--- src/hdl/ros_pkg.sv ---
`timescale 1ns / 1ps
// ----------------------------------------------------------------------------
// ros_pkg
// Widths, register indexes, mode codes and limit helpers of the residual
// outlier selector.
// ----------------------------------------------------------------------------
package ros_pkg;

    localparam int SLOT_COUNT_DEF    = 64;
    localparam int RESIDUAL_BITS_DEF = 24;

    localparam int SLOT_W   = 6;
    localparam int SYS_W    = 3;
    localparam int SYS_N    = 5;
    localparam int LIMIT_W  = 12;
    localparam int LIMITS_W = LIMIT_W * SYS_N;
    localparam int LIM_W    = 16;
    localparam int NORM_W   = 16;
    localparam int MODE_W   = 2;
    localparam int KIND_N   = 4;
    localparam int KIND_W   = 2;

    localparam int CFG_IDX_W  = 4;
    localparam int CFG_DATA_W = LIMITS_W;

    localparam int OUT_DATA_W = 16;
    localparam int IN_USER_W  = 2;
    localparam int OUT_USER_W = 2;

    typedef logic [SLOT_W-1:0]   t_slot;
    typedef logic [SYS_W-1:0]    t_sys;
    typedef logic [LIMIT_W-1:0]  t_limit;
    typedef logic [LIMITS_W-1:0] t_limits;
    typedef logic [MODE_W-1:0]   t_mode;

    localparam logic [CFG_IDX_W-1:0] CFG_CODE_LIMITS  = CFG_IDX_W'(0);
    localparam logic [CFG_IDX_W-1:0] CFG_PHASE_LIMITS = CFG_IDX_W'(1);
    localparam logic [CFG_IDX_W-1:0] CFG_NORM_LIMIT   = CFG_IDX_W'(2);
    localparam logic [CFG_IDX_W-1:0] CFG_RES_MODE     = CFG_IDX_W'(3);

    localparam t_mode MODE_ORIG = 2'd0;
    localparam t_mode MODE_NORM = 2'd1;
    localparam t_mode MODE_BOTH = 2'd2;

    // kind = {is_phase, is_norm}
    localparam logic [KIND_W-1:0] KIND_CODE_ORIG  = 2'd0;
    localparam logic [KIND_W-1:0] KIND_CODE_NORM  = 2'd1;
    localparam logic [KIND_W-1:0] KIND_PHASE_ORIG = 2'd2;
    localparam logic [KIND_W-1:0] KIND_PHASE_NORM = 2'd3;

    function automatic t_limit limit_field(input t_limits limits, input t_sys sys);
        t_limit f;
        f = '0;
        if (int'(sys) < SYS_N) begin
            f = limits[int'(sys) * LIMIT_W +: LIMIT_W];
        end
        return f;
    endfunction

endpackage

--- src/hdl/residual_outlier_selector.sv ---
`timescale 1ns / 1ps
// ----------------------------------------------------------------------------
// residual_outlier_selector
// Running per-kind residual maxima and end-of-batch outlier decision.
// ----------------------------------------------------------------------------
// One residual beat is taken every cycle unless a beat with tlast set is held
// by a downstream stall; the rate is set by the compare-and-load of the four
// kind maximum registers. A result beat is produced only for a tlast beat and
// passes the snapshot, limit multiply and select stages, waiting while the
// master side stalls. The four kinds are code/phase times original/normalized;
// the maxima clear after each last beat, and no clearing pass follows reset.
// The user must write configuration only while the block is idle, unchecked.
module residual_outlier_selector #(
    parameter int SLOT_COUNT    = ros_pkg::SLOT_COUNT_DEF,
    parameter int RESIDUAL_BITS = ros_pkg::RESIDUAL_BITS_DEF,
    localparam int IN_DATA_W =
        ((ros_pkg::SLOT_W + ros_pkg::SYS_W + RESIDUAL_BITS + 7) / 8) * 8
) (
    input  logic                            i_clk,
    input  logic                            i_rst_n,
    // configuration write channel
    input  logic                            i_cfg_valid,
    output logic                            o_cfg_ready,
    input  logic [ros_pkg::CFG_IDX_W-1:0]   i_cfg_index,
    input  logic [ros_pkg::CFG_DATA_W-1:0]  i_cfg_data,
    // residual beats
    input  logic                            i_s_axis_tvalid,
    output logic                            o_s_axis_tready,
    // sat_slot, gnss_system, residual_value, zero pad
    input  logic [IN_DATA_W-1:0]            i_s_axis_tdata,
    // is_phase, is_norm
    input  logic [ros_pkg::IN_USER_W-1:0]   i_s_axis_tuser,
    input  logic                            i_s_axis_tlast,
    // result beats
    output logic                            o_m_axis_tvalid,
    input  logic                            i_m_axis_tready,
    // outlier_found, outlier_slot, outlier_system, zero pad
    output logic [ros_pkg::OUT_DATA_W-1:0]  o_m_axis_tdata,
    // outlier_is_phase, chosen_by
    output logic [ros_pkg::OUT_USER_W-1:0]  o_m_axis_tuser
);

    localparam int MAG_W   = RESIDUAL_BITS - 1;
    localparam int PROD_W  = MAG_W + ros_pkg::LIM_W;
    localparam int SLOT_TB = 2 ** ros_pkg::SLOT_W;
    localparam logic [MAG_W-1:0] MAG_MAX = {MAG_W{1'b1}};
    localparam int KN = ros_pkg::KIND_N;

    // configuration
    ros_pkg::t_limits            r_code_limits;
    ros_pkg::t_limits            r_phase_limits;
    logic [ros_pkg::NORM_W-1:0]  r_norm_limit;
    ros_pkg::t_mode              r_mode;

    assign o_cfg_ready = 1'b1;

    always_ff @(posedge i_clk) begin
        if (!i_rst_n) begin
            r_code_limits  <= '0;
            r_phase_limits <= '0;
            r_norm_limit   <= '0;
            r_mode         <= ros_pkg::MODE_ORIG;
        end else if (i_cfg_valid) begin
            unique case (i_cfg_index)
                ros_pkg::CFG_CODE_LIMITS:  r_code_limits  <= i_cfg_data;
                ros_pkg::CFG_PHASE_LIMITS: r_phase_limits <= i_cfg_data;
                ros_pkg::CFG_NORM_LIMIT:   r_norm_limit   <= i_cfg_data[ros_pkg::NORM_W-1:0];
                ros_pkg::CFG_RES_MODE:     r_mode         <= i_cfg_data[ros_pkg::MODE_W-1:0];
                default: ;
            endcase
        end
    end

    // slot reduction table
    ros_pkg::t_slot w_slot_mod [SLOT_TB];
    for (genvar gi = 0; gi < SLOT_TB; gi++) begin : g_slot_mod
        assign w_slot_mod[gi] = ros_pkg::SLOT_W'(gi % SLOT_COUNT);
    end

    // handshake chain
    logic r_s1_valid, r_j_valid, r_s3_valid, r_out_valid;
    logic r_in_last;
    logic w_out_ready, w_s3_ready, w_s2_ready, w_s1_take, w_in_acc;

    assign w_out_ready     = !r_out_valid || i_m_axis_tready;
    assign w_s3_ready      = !r_s3_valid || w_out_ready;
    assign w_s2_ready      = !r_j_valid || w_s3_ready;
    assign w_s1_take       = r_s1_valid && (!r_in_last || w_s2_ready);
    assign o_s_axis_tready = !r_s1_valid || w_s1_take;
    assign w_in_acc        = i_s_axis_tvalid && o_s_axis_tready;

    // input register
    ros_pkg::t_slot                r_in_slot;
    ros_pkg::t_sys                 r_in_sys;
    logic [ros_pkg::KIND_W-1:0]    r_in_kind;
    logic signed [RESIDUAL_BITS-1:0] r_in_value;

    always_ff @(posedge i_clk) begin
        if (!i_rst_n) begin
            r_s1_valid <= 1'b0;
        end else if (w_in_acc) begin
            r_s1_valid <= 1'b1;
        end else if (w_s1_take) begin
            r_s1_valid <= 1'b0;
        end
    end

    always_ff @(posedge i_clk) begin
        if (w_in_acc) begin
            r_in_slot  <= w_slot_mod[i_s_axis_tdata[ros_pkg::SLOT_W-1:0]];
            r_in_sys   <= i_s_axis_tdata[ros_pkg::SLOT_W +: ros_pkg::SYS_W];
            r_in_kind  <= {i_s_axis_tuser[0], i_s_axis_tuser[1]};
            r_in_value <= i_s_axis_tdata[ros_pkg::SLOT_W + ros_pkg::SYS_W +: RESIDUAL_BITS];
            r_in_last  <= i_s_axis_tlast;
        end
    end

    // magnitude with saturation of the most negative value
    logic [RESIDUAL_BITS-1:0] w_abs;
    logic [MAG_W-1:0]         w_mag;

    assign w_abs = r_in_value[RESIDUAL_BITS-1] ? (~r_in_value + 1'b1) : r_in_value;
    assign w_mag = w_abs[RESIDUAL_BITS-1] ? MAG_MAX : w_abs[MAG_W-1:0];

    // per-kind running maxima
    logic [MAG_W-1:0] r_kmag  [KN];
    ros_pkg::t_slot   r_kslot [KN];
    ros_pkg::t_sys    r_ksys  [KN];
    logic             r_kseen [KN];

    logic [MAG_W-1:0] n_kmag  [KN];
    ros_pkg::t_slot   n_kslot [KN];
    ros_pkg::t_sys    n_ksys  [KN];
    logic             n_kseen [KN];

    always_comb begin
        for (int k = 0; k < KN; k++) begin
            n_kmag[k]  = r_kmag[k];
            n_kslot[k] = r_kslot[k];
            n_ksys[k]  = r_ksys[k];
            n_kseen[k] = r_kseen[k];
            if (r_in_kind == ros_pkg::KIND_W'(k)) begin
                n_kseen[k] = 1'b1;
                if (r_kmag[k] == '0 || w_mag > r_kmag[k]) begin
                    n_kmag[k]  = w_mag;
                    n_kslot[k] = r_in_slot;
                    n_ksys[k]  = r_in_sys;
                end
            end
        end
    end

    always_ff @(posedge i_clk) begin
        if (!i_rst_n) begin
            for (int k = 0; k < KN; k++) begin
                r_kmag[k]  <= '0;
                r_kslot[k] <= '0;
                r_ksys[k]  <= '0;
                r_kseen[k] <= 1'b0;
            end
        end else if (w_s1_take) begin
            for (int k = 0; k < KN; k++) begin
                if (r_in_last) begin
                    r_kmag[k]  <= '0;
                    r_kslot[k] <= '0;
                    r_ksys[k]  <= '0;
                    r_kseen[k] <= 1'b0;
                end else begin
                    r_kmag[k]  <= n_kmag[k];
                    r_kslot[k] <= n_kslot[k];
                    r_ksys[k]  <= n_ksys[k];
                    r_kseen[k] <= n_kseen[k];
                end
            end
        end
    end

    // batch snapshot
    logic [MAG_W-1:0] r_jmag  [KN];
    ros_pkg::t_slot   r_jslot [KN];
    ros_pkg::t_sys    r_jsys  [KN];
    logic             r_jseen [KN];

    always_ff @(posedge i_clk) begin
        if (!i_rst_n) begin
            r_j_valid <= 1'b0;
        end else if (w_s2_ready) begin
            r_j_valid <= w_s1_take && r_in_last;
        end
    end

    always_ff @(posedge i_clk) begin
        if (w_s1_take && r_in_last) begin
            for (int k = 0; k < KN; k++) begin
                r_jmag[k]  <= n_kmag[k];
                r_jslot[k] <= n_kslot[k];
                r_jsys[k]  <= n_ksys[k];
                r_jseen[k] <= n_kseen[k];
            end
        end
    end

    // limits, tests and cross products; index 0 code, 1 phase
    logic [ros_pkg::LIM_W-1:0] w_lim  [2];
    logic [ros_pkg::LIM_W-1:0] w_code16;

    assign w_code16 = ros_pkg::LIM_W'(ros_pkg::limit_field(r_code_limits,
                                                           r_jsys[ros_pkg::KIND_CODE_ORIG]));
    assign w_lim[0] = (w_code16 << 3) + (w_code16 << 1);
    assign w_lim[1] = ros_pkg::LIM_W'(ros_pkg::limit_field(r_phase_limits,
                                                           r_jsys[ros_pkg::KIND_PHASE_ORIG]));

    logic              r_fail_o [2];
    logic              r_fail_n [2];
    logic [PROD_W-1:0] r_prod_n [2];
    logic [PROD_W-1:0] r_prod_o [2];
    logic              r_seen_o [2];
    logic              r_seen_n [2];
    ros_pkg::t_slot    r_slot_o [2];
    ros_pkg::t_slot    r_slot_n [2];
    ros_pkg::t_sys     r_sys_o  [2];
    ros_pkg::t_sys     r_sys_n  [2];

    always_ff @(posedge i_clk) begin
        if (!i_rst_n) begin
            r_s3_valid <= 1'b0;
        end else if (w_s3_ready) begin
            r_s3_valid <= r_j_valid;
        end
    end

    always_ff @(posedge i_clk) begin
        if (w_s3_ready && r_j_valid) begin
            for (int t = 0; t < 2; t++) begin
                r_fail_o[t] <= PROD_W'(r_jmag[2*t]) > PROD_W'(w_lim[t]);
                r_fail_n[t] <= PROD_W'(r_jmag[2*t+1]) > PROD_W'(r_norm_limit);
                r_prod_n[t] <= PROD_W'(r_jmag[2*t+1]) * PROD_W'(w_lim[t]);
                r_prod_o[t] <= PROD_W'(r_jmag[2*t]) * PROD_W'(r_norm_limit);
                r_seen_o[t] <= r_jseen[2*t];
                r_seen_n[t] <= r_jseen[2*t+1];
                r_slot_o[t] <= r_jslot[2*t];
                r_slot_n[t] <= r_jslot[2*t+1];
                r_sys_o[t]  <= r_jsys[2*t];
                r_sys_n[t]  <= r_jsys[2*t+1];
            end
        end
    end

    // per-type decision, phase before code
    logic w_found [2];
    logic w_use_n [2];

    always_comb begin
        for (int t = 0; t < 2; t++) begin
            w_found[t] = 1'b0;
            w_use_n[t] = 1'b0;
            unique case (r_mode)
                ros_pkg::MODE_ORIG: begin
                    w_found[t] = r_fail_o[t];
                end
                ros_pkg::MODE_NORM: begin
                    w_found[t] = r_fail_n[t];
                    w_use_n[t] = 1'b1;
                end
                ros_pkg::MODE_BOTH: begin
                    w_found[t] = r_fail_o[t] || r_fail_n[t];
                    w_use_n[t] = r_seen_n[t] && (r_slot_o[t] != r_slot_n[t])
                                 && (r_prod_n[t] >= r_prod_o[t]);
                end
                default: begin
                    w_found[t] = 1'b0;
                end
            endcase
            w_found[t] = w_found[t] && r_seen_o[t];
        end
    end

    logic           n_out_found, n_out_phase, n_out_by;
    ros_pkg::t_slot n_out_slot;
    ros_pkg::t_sys  n_out_sys;

    always_comb begin
        n_out_found = 1'b0;
        n_out_phase = 1'b0;
        n_out_by    = 1'b0;
        n_out_slot  = '0;
        n_out_sys   = '0;
        priority if (w_found[1]) begin
            n_out_found = 1'b1;
            n_out_phase = 1'b1;
            n_out_by    = w_use_n[1];
            n_out_slot  = w_use_n[1] ? r_slot_n[1] : r_slot_o[1];
            n_out_sys   = w_use_n[1] ? r_sys_n[1] : r_sys_o[1];
        end else if (w_found[0]) begin
            n_out_found = 1'b1;
            n_out_by    = w_use_n[0];
            n_out_slot  = w_use_n[0] ? r_slot_n[0] : r_slot_o[0];
            n_out_sys   = w_use_n[0] ? r_sys_n[0] : r_sys_o[0];
        end else begin
            n_out_found = 1'b0;
        end
    end

    // output register
    logic           r_out_found, r_out_phase, r_out_by;
    ros_pkg::t_slot r_out_slot;
    ros_pkg::t_sys  r_out_sys;

    always_ff @(posedge i_clk) begin
        if (!i_rst_n) begin
            r_out_valid <= 1'b0;
        end else if (w_out_ready) begin
            r_out_valid <= r_s3_valid;
        end
    end

    always_ff @(posedge i_clk) begin
        if (w_out_ready && r_s3_valid) begin
            r_out_found <= n_out_found;
            r_out_phase <= n_out_phase;
            r_out_by    <= n_out_by;
            r_out_slot  <= n_out_slot;
            r_out_sys   <= n_out_sys;
        end
    end

    assign o_m_axis_tvalid = r_out_valid;
    assign o_m_axis_tdata  = ros_pkg::OUT_DATA_W'({r_out_sys, r_out_slot, r_out_found});
    assign o_m_axis_tuser  = {r_out_by, r_out_phase};

endmodule

--- config.mk ---
export PLATFORM = sky130hd
export DESIGN_NAME = residual_outlier_selector
export DESIGN_NICKNAME = d
export VERILOG_FILES = /design/src/hdl/ros_pkg.sv /design/src/hdl/residual_outlier_selector.sv
export SDC_FILE = /design/constraint.sdc
export NUM_CORES = 2
export LEC_CHECK = 0
export ABC_AREA = 1
export BUFFER_PORTS_ARGS = -buffer_cell sky130_fd_sc_hd__buf_2
export CAP_MARGIN = 20
export CORE_MARGIN = 1
export CORE_UTILIZATION = 62
export CTS_CLUSTER_SIZE = 28
export DETAILED_ROUTE_END_ITERATION = 6
export MAX_ROUTING_LAYER = met4
export PLACE_DENSITY_LB_ADDON = 0.25
export SLEW_MARGIN = 20
export SYNTH_ARGS = -nofsm -noshare
export SYNTH_HDL_FRONTEND = slang
export SYNTH_SLANG_ARGS = --single-unit
--- constraint.sdc ---
create_clock -name i_clk -period 13.8 [get_ports i_clk]
set_input_delay 1.38 -clock i_clk [delete_from_list [all_inputs] [get_ports i_clk]]
set_output_delay 1.38 -clock i_clk [all_outputs]
set_load 0.05 [all_outputs]
* Yosys cells after proc, flatten, opt, wreduce, memory -nomap -nowiden
Memory sizes are Yosys's and may differ from the RTL's. A register that Yosys moved wholly into a read port is not among the register bits. Cells that the tools add are included. Widths: inputs -> output; s select.
Word-level totals: register bits 184, RAM bits 464, ROM bits 384, bits of input ports 112, output and inout bits 21, logic and storage cells 236, memories kept 19
Memories:
- (no name shown) | words 64, bits a word 6, rd ports 1, clocked after memory_dff 1, wr ports 0, RTL line residual_outlier_selector.sv:110 | r_in_slot <= w_slot_mod[i_s_axis_tdata[ros_pkg::SLOT_W-1:0]];
- r_jmag | words 4, bits a word 23, rd ports 4, clocked after memory_dff 0, wr ports 4, RTL line residual_outlier_selector.sv:179 | logic [MAG_W-1:0] r_jmag [KN];
- r_kmag | words 4, bits a word 23, rd ports 4, clocked after memory_dff 0, wr ports 4, RTL line residual_outlier_selector.sv:126 | logic [MAG_W-1:0] r_kmag [KN];
- r_prod_n | words 2, bits a word 39, rd ports 2, clocked after memory_dff 0, wr ports 2, RTL line residual_outlier_selector.sv:215 | logic [PROD_W-1:0] r_prod_n [2];
- r_prod_o | words 2, bits a word 39, rd ports 2, clocked after memory_dff 0, wr ports 2, RTL line residual_outlier_selector.sv:216 | logic [PROD_W-1:0] r_prod_o [2];
- r_jslot | words 4, bits a word 6, rd ports 4, clocked after memory_dff 0, wr ports 4, RTL line residual_outlier_selector.sv:180 | ros_pkg::t_slot r_jslot [KN];
- 13 more memories
Cells by class: add/sub/neg operators 2, $mul 6, magnitude comparators 12, equal/unequal tests 10, shift operators 2, muxes and demuxes 95, bitwise logic cells 34, reduce and logical (&&, ||, !) cells 39
Operator list (count):
- $mux 23 | 17
- $mux 6 | 20
- $shiftx 60x8->12 | 2
- $mul 23x16->39 | 3
- $gt 23x23->1 | 4
- $logic_not 23->1 | 4
- $ge 39x39->1 | 2
- $gt 23x16->1 | 3
- $mux 3 | 20
- $mul 23x12->35 | 1
- $or 1x1->1 | 32
- $mux 1 | 31
- $add 24x1->24 const B | 1
- $mux 12 | 2
- $mux 24 | 1
- $not 24->24 | 1
- $gt 23x12->1 | 1
- $add 15x13->16 | 1
- $ne 6x6->1 | 2
- $logic_and 1x1->1 | 11
- $logic_or 1x1->1 | 11
- $mul 3x2->5 const B | 2
- $eq 4x2->1 const B | 2
- $reduce_and 2->1 | 4
- other kinds (11) | 22

* Logic depth before layout (Yosys ltp)
depth in word-level cells 11, mapped depth 43, depth with buffers taken out 39

* Least setup slack after synthesis
Ideal clock, no wire load.
kind register to register, start point mem r_jsys[0][0] in the netlist's numbering, end point mem r_prod_n[0][27] in the netlist's numbering, data pin, library setup time 0.265 ns, data arrival time 7.618 ns, required time 13.535 ns, slack 5.917 ns, stages on the path, launching flop included 39, path buffers 5, period minus slack after synthesis 7.883 ns, cells stage by stage edfxtp_1 buf_6 buf_2 buf_2 a21oi_1 o21ai_0 nand3_1 nand2_1 inv_1 clkbuf_1 ha_1 inv_1 fa_1 inv_1 a21o_1 or2_1 nand2_2 inv_2 [... 3 more ...] inv_1 fa_1 inv_1 fa_1 inv_1 fa_1 inv_1 fa_1 fa_1 inv_1 ha_1 a21oi_1 o21ai_0 nand2_1 nand3_1 a21boi_0 o21ai_0 xor2_1
RTL lines:
- start, declared | RTL line residual_outlier_selector.sv:181 | ros_pkg::t_sys r_jsys [KN];
- end, declared | RTL line residual_outlier_selector.sv:215

==> impl_metrics.env <==
export IMPL_outcome="finished clean"
export IMPL_cellLeakagePower_nw=40.4
export IMPL_power_density_mw_per_mm2=131
export IMPL_ctsHoldBuffers=0
export IMPL_yosys_area_top_type_share=0.279
export IMPL_post_synth_num_cell_types=59
export IMPL_max_cap_viol_count=0
export IMPL_first_global_vias=62000
export IMPL_clock_sinks=649
export IMPL_post_synth_top_area_cell="sky130_fd_sc_hd__fa_1"
export IMPL_clock_pin_transition_on_the_worst_setup_and_hold_timing_paths_ns=0.07
export IMPL_detailroute_via_count=62400
export IMPL_drt_vias_per_instance=5.80
export IMPL_synthesis_area_mm2=0.0766
export IMPL_full_die_area_mm2=0.125
export IMPL_hold_viol=0
export IMPL_gr_total_overflow=0
export IMPL_final_max_slew_viol_count=0
export IMPL_initial_utilization=0.627
export IMPL_worst_skew_pair_late_latency_ns=0.70
export IMPL_critical_path_max_fanout=29
export IMPL_total_clock_buffers_created_by_cts=77
export IMPL_finalHoldWorstSlack_ns=0.414
export IMPL_critical_path_endpoint_type="register"
export IMPL_max_vdd_ir_drop_mv=0.281
export IMPL_timing_setup_tns_ns=0
export IMPL_finish_net_count=10900
export IMPL_final_layout_size_suffix_gt1_frac=0.0478
export IMPL_detailedRoute_firstIterationViolations=7100
export IMPL_grt_first_pass_wirelength_mm=358
export IMPL_clock_fmax_mhz=96.7
export IMPL_sequential_cell_area_fraction_in_the_yosys_report=0.235
export IMPL_finalWorstPathRequiredPeriod_ns=10.34
export IMPL_grt_usage=0.390
export IMPL_post_synth_cell_area_avg_um2=8.35
export IMPL_largest_net_degree_at_the_start_of_global_routing=97
export IMPL_coreArea_mm2=0.122
export IMPL_die_width_um=354
export IMPL_timing_critical_path_arrival_ns=10.79
export IMPL_io_buffers=118
export IMPL_critical_path_slowest_cell="sky130_fd_sc_hd__inv_1"
export IMPL_remaining_drc_errors=0
export IMPL_cts_tree="done"
export IMPL_finalWeightedCongestion=1.03
export IMPL_hp_class="reg2reg"
export IMPL_grt_setup_unrepaired="no"
export IMPL_ctsRootBufferMaster="sky130_fd_sc_hd__clkbuf_16"
export IMPL_cp_slowest_stage_delay_ns=0.64
export IMPL_timing_final_setup_violations=0
export IMPL_routed_wl_mm=233
export IMPL_worst_slew_pin_transition_ns=1.30
export IMPL_final_common_cell="sky130_fd_sc_hd__inv_1"
export IMPL_synthesis_yosys_warnings=0
export IMPL_start_kind="register"
export IMPL_syn_inst=9175
export IMPL_most_common_layout_cells="2172 x sky130_fd_sc_hd__inv_1, 1989 x sky130_fd_sc_hd__nand2_1, 1067 x sky130_fd_sc_hd__fa_1"
export IMPL_layout_area_seq_mm2=0.0181
export IMPL_most_frequent_cell_on_critical_path="sky130_fd_sc_hd__fa_1"
export IMPL_hpwl_mm=183
export IMPL_area_growth_pct=5.92
export IMPL_htreeDepth=3
export IMPL_final_min_period_over_clock_period=0.749
export IMPL_vertical_die_dimension_um=354
export IMPL_worst_clock_skew_ns=0.0581
export IMPL_synth_top_cells_by_area="sky130_fd_sc_hd__fa_1 28%, sky130_fd_sc_hd__edfxtp_1 20%, sky130_fd_sc_hd__inv_1 11%"
export IMPL_ys_ff_latch=649
export IMPL_critPathRequiredTime_ns=14.25
export IMPL_row_count=128
export IMPL_worstSetupPathType="reg2reg"
export IMPL_clockBufferDepth=3
export IMPL_post_cts_setup_buffers=0
export IMPL_number_of_ports_placed_on_the_die_boundary=133
export IMPL_fill_cells=10100
export IMPL_multi_input_comb_area_mm2=0.0488
export IMPL_ctsResizeCount=0
export IMPL_timing_max_slew_rel_slack=0.124
export IMPL_postRouteAntennaNets=0
export IMPL_grt_antenna_before_repair=3
export IMPL_route_detailed_wl_per_inst_um=21.7
export IMPL_drt_first_pass_iters=6
==> worst max-delay path: cells and delay by family (launching register included) <==
family | cells | cell delay [ns]
compound gates | 4 | 1.67
flops | 1 | 0.36
buf+inv | 9 | 2.16
fa+ha+maj | 9 | 4.07
simple gates | 9 | 1.80
==> final cells by class <==
type	instances	share of cell area
multi-input cells	5947	0.602
flip-flops and latches	649	0.223
inverters	2190	0.101
clock buffers	96	0.0255
well taps	1625	0.0251
repair buffers	218	0.0169
clock inverters	46	0.00685
diodes	3	0.0000925
==> flip-flops by register name, summed over array words and instances (netlist names), 24 cells and up <==
register and count:
r_jslot 24, r_kmag 92, r_kslot 24, r_in_value 24, r_jmag 92, r_code_limits 60, r_prod_n 73, r_prod_o 78
r_phase_limits 60
==> layer usage <==
| metal | up-vias | routed length [um] | track usage | share of wire |
|---|---|---|---|---|
| met4 | 0 | 8960 | 0.135 | 0.038 |
| li1 | 27800 | - | - | - |
| met3 | 548 | 34100 | 0.132 | 0.15 |
| met5 | - | 0 | - | 0 |
| met1 | 30500 | 95200 | 0.538 | 0.41 |
| met2 | 3615 | 95200 | 0.533 | 0.41 |
==> worst paths after layout <==
| check | start | end | slack, ns | depth (start not counted) |
|---|---|---|---|---|
| worst max-delay path | r_jsys[0][0] | r_prod_n[0][34] | 3.46 | 31 |
| worst min-delay path | r_jslot[0][3] | r_slot_o[0][3] | 0.41 | 0 |
| worst max register to register | r_jsys[0][0] | r_prod_n[0][34] | 3.46 | 31 |
| worst min register to register | r_jslot[0][3] | r_slot_o[0][3] | 0.41 | 0 |
==> synthesized netlist by cell type (all sizes together) <==
master,instances
o211ai,19
nor3b,2
nor4b,2
nor4,32
xor2,113
dfxtp,145
a2111oi,1
o31ai,4
a31oi,27
o22ai,4
clkinv,6
a21oi,461
nand4,71
a21boi,6
o21ai,324
nor3,41
a31o,1
o221ai,3
o211a,2
edfxtp,504
ha,652
a221oi,2
fa,1067
a211oi,7
nand3,418
nand2,2012
o21bai,19
nand3b,8
inv,2184
a21o,22
or2,7
a22oi,2
nor2,549
and3,2
xnor2,42
conb,2
clkbuf,292
buf,102
o21a,17
o2111ai,1
==> metrics by stage <==
step	utilization	power (mW)	setup slack [ns]	cell area, um2	instances
after global placement	0.642	8.28	4.00	78500	10600
final	0.664	10.6	3.46	81200	10800
after CTS	0.664	10.5	3.81	81100	10800
after detailed placement	0.642	8.35	3.84	78500	10600
after floorplan	-	6.57	5.92	76600	9180
after global routing	0.664	11.4	3.03	81100	10800
==> cells by family after synthesis <==
kind of cell | Yosys count | synth area share
simple gates | 3144 | 0.168
buf+inv | 2584 | 0.128
fa+ha+maj | 1719 | 0.385
compound gates | 922 | 0.0648
flops | 649 | 0.235
xor+xnor | 155 | 0.0177
other cells | 2 | 0.0000980
==> report_power, final <==
group	switching, mW	internal [mW]
registers	0.119	2.46
logic	3.93	1.97
clock network	0.949	1.20
No activity file was read; power rests on OpenSTA's default activity.
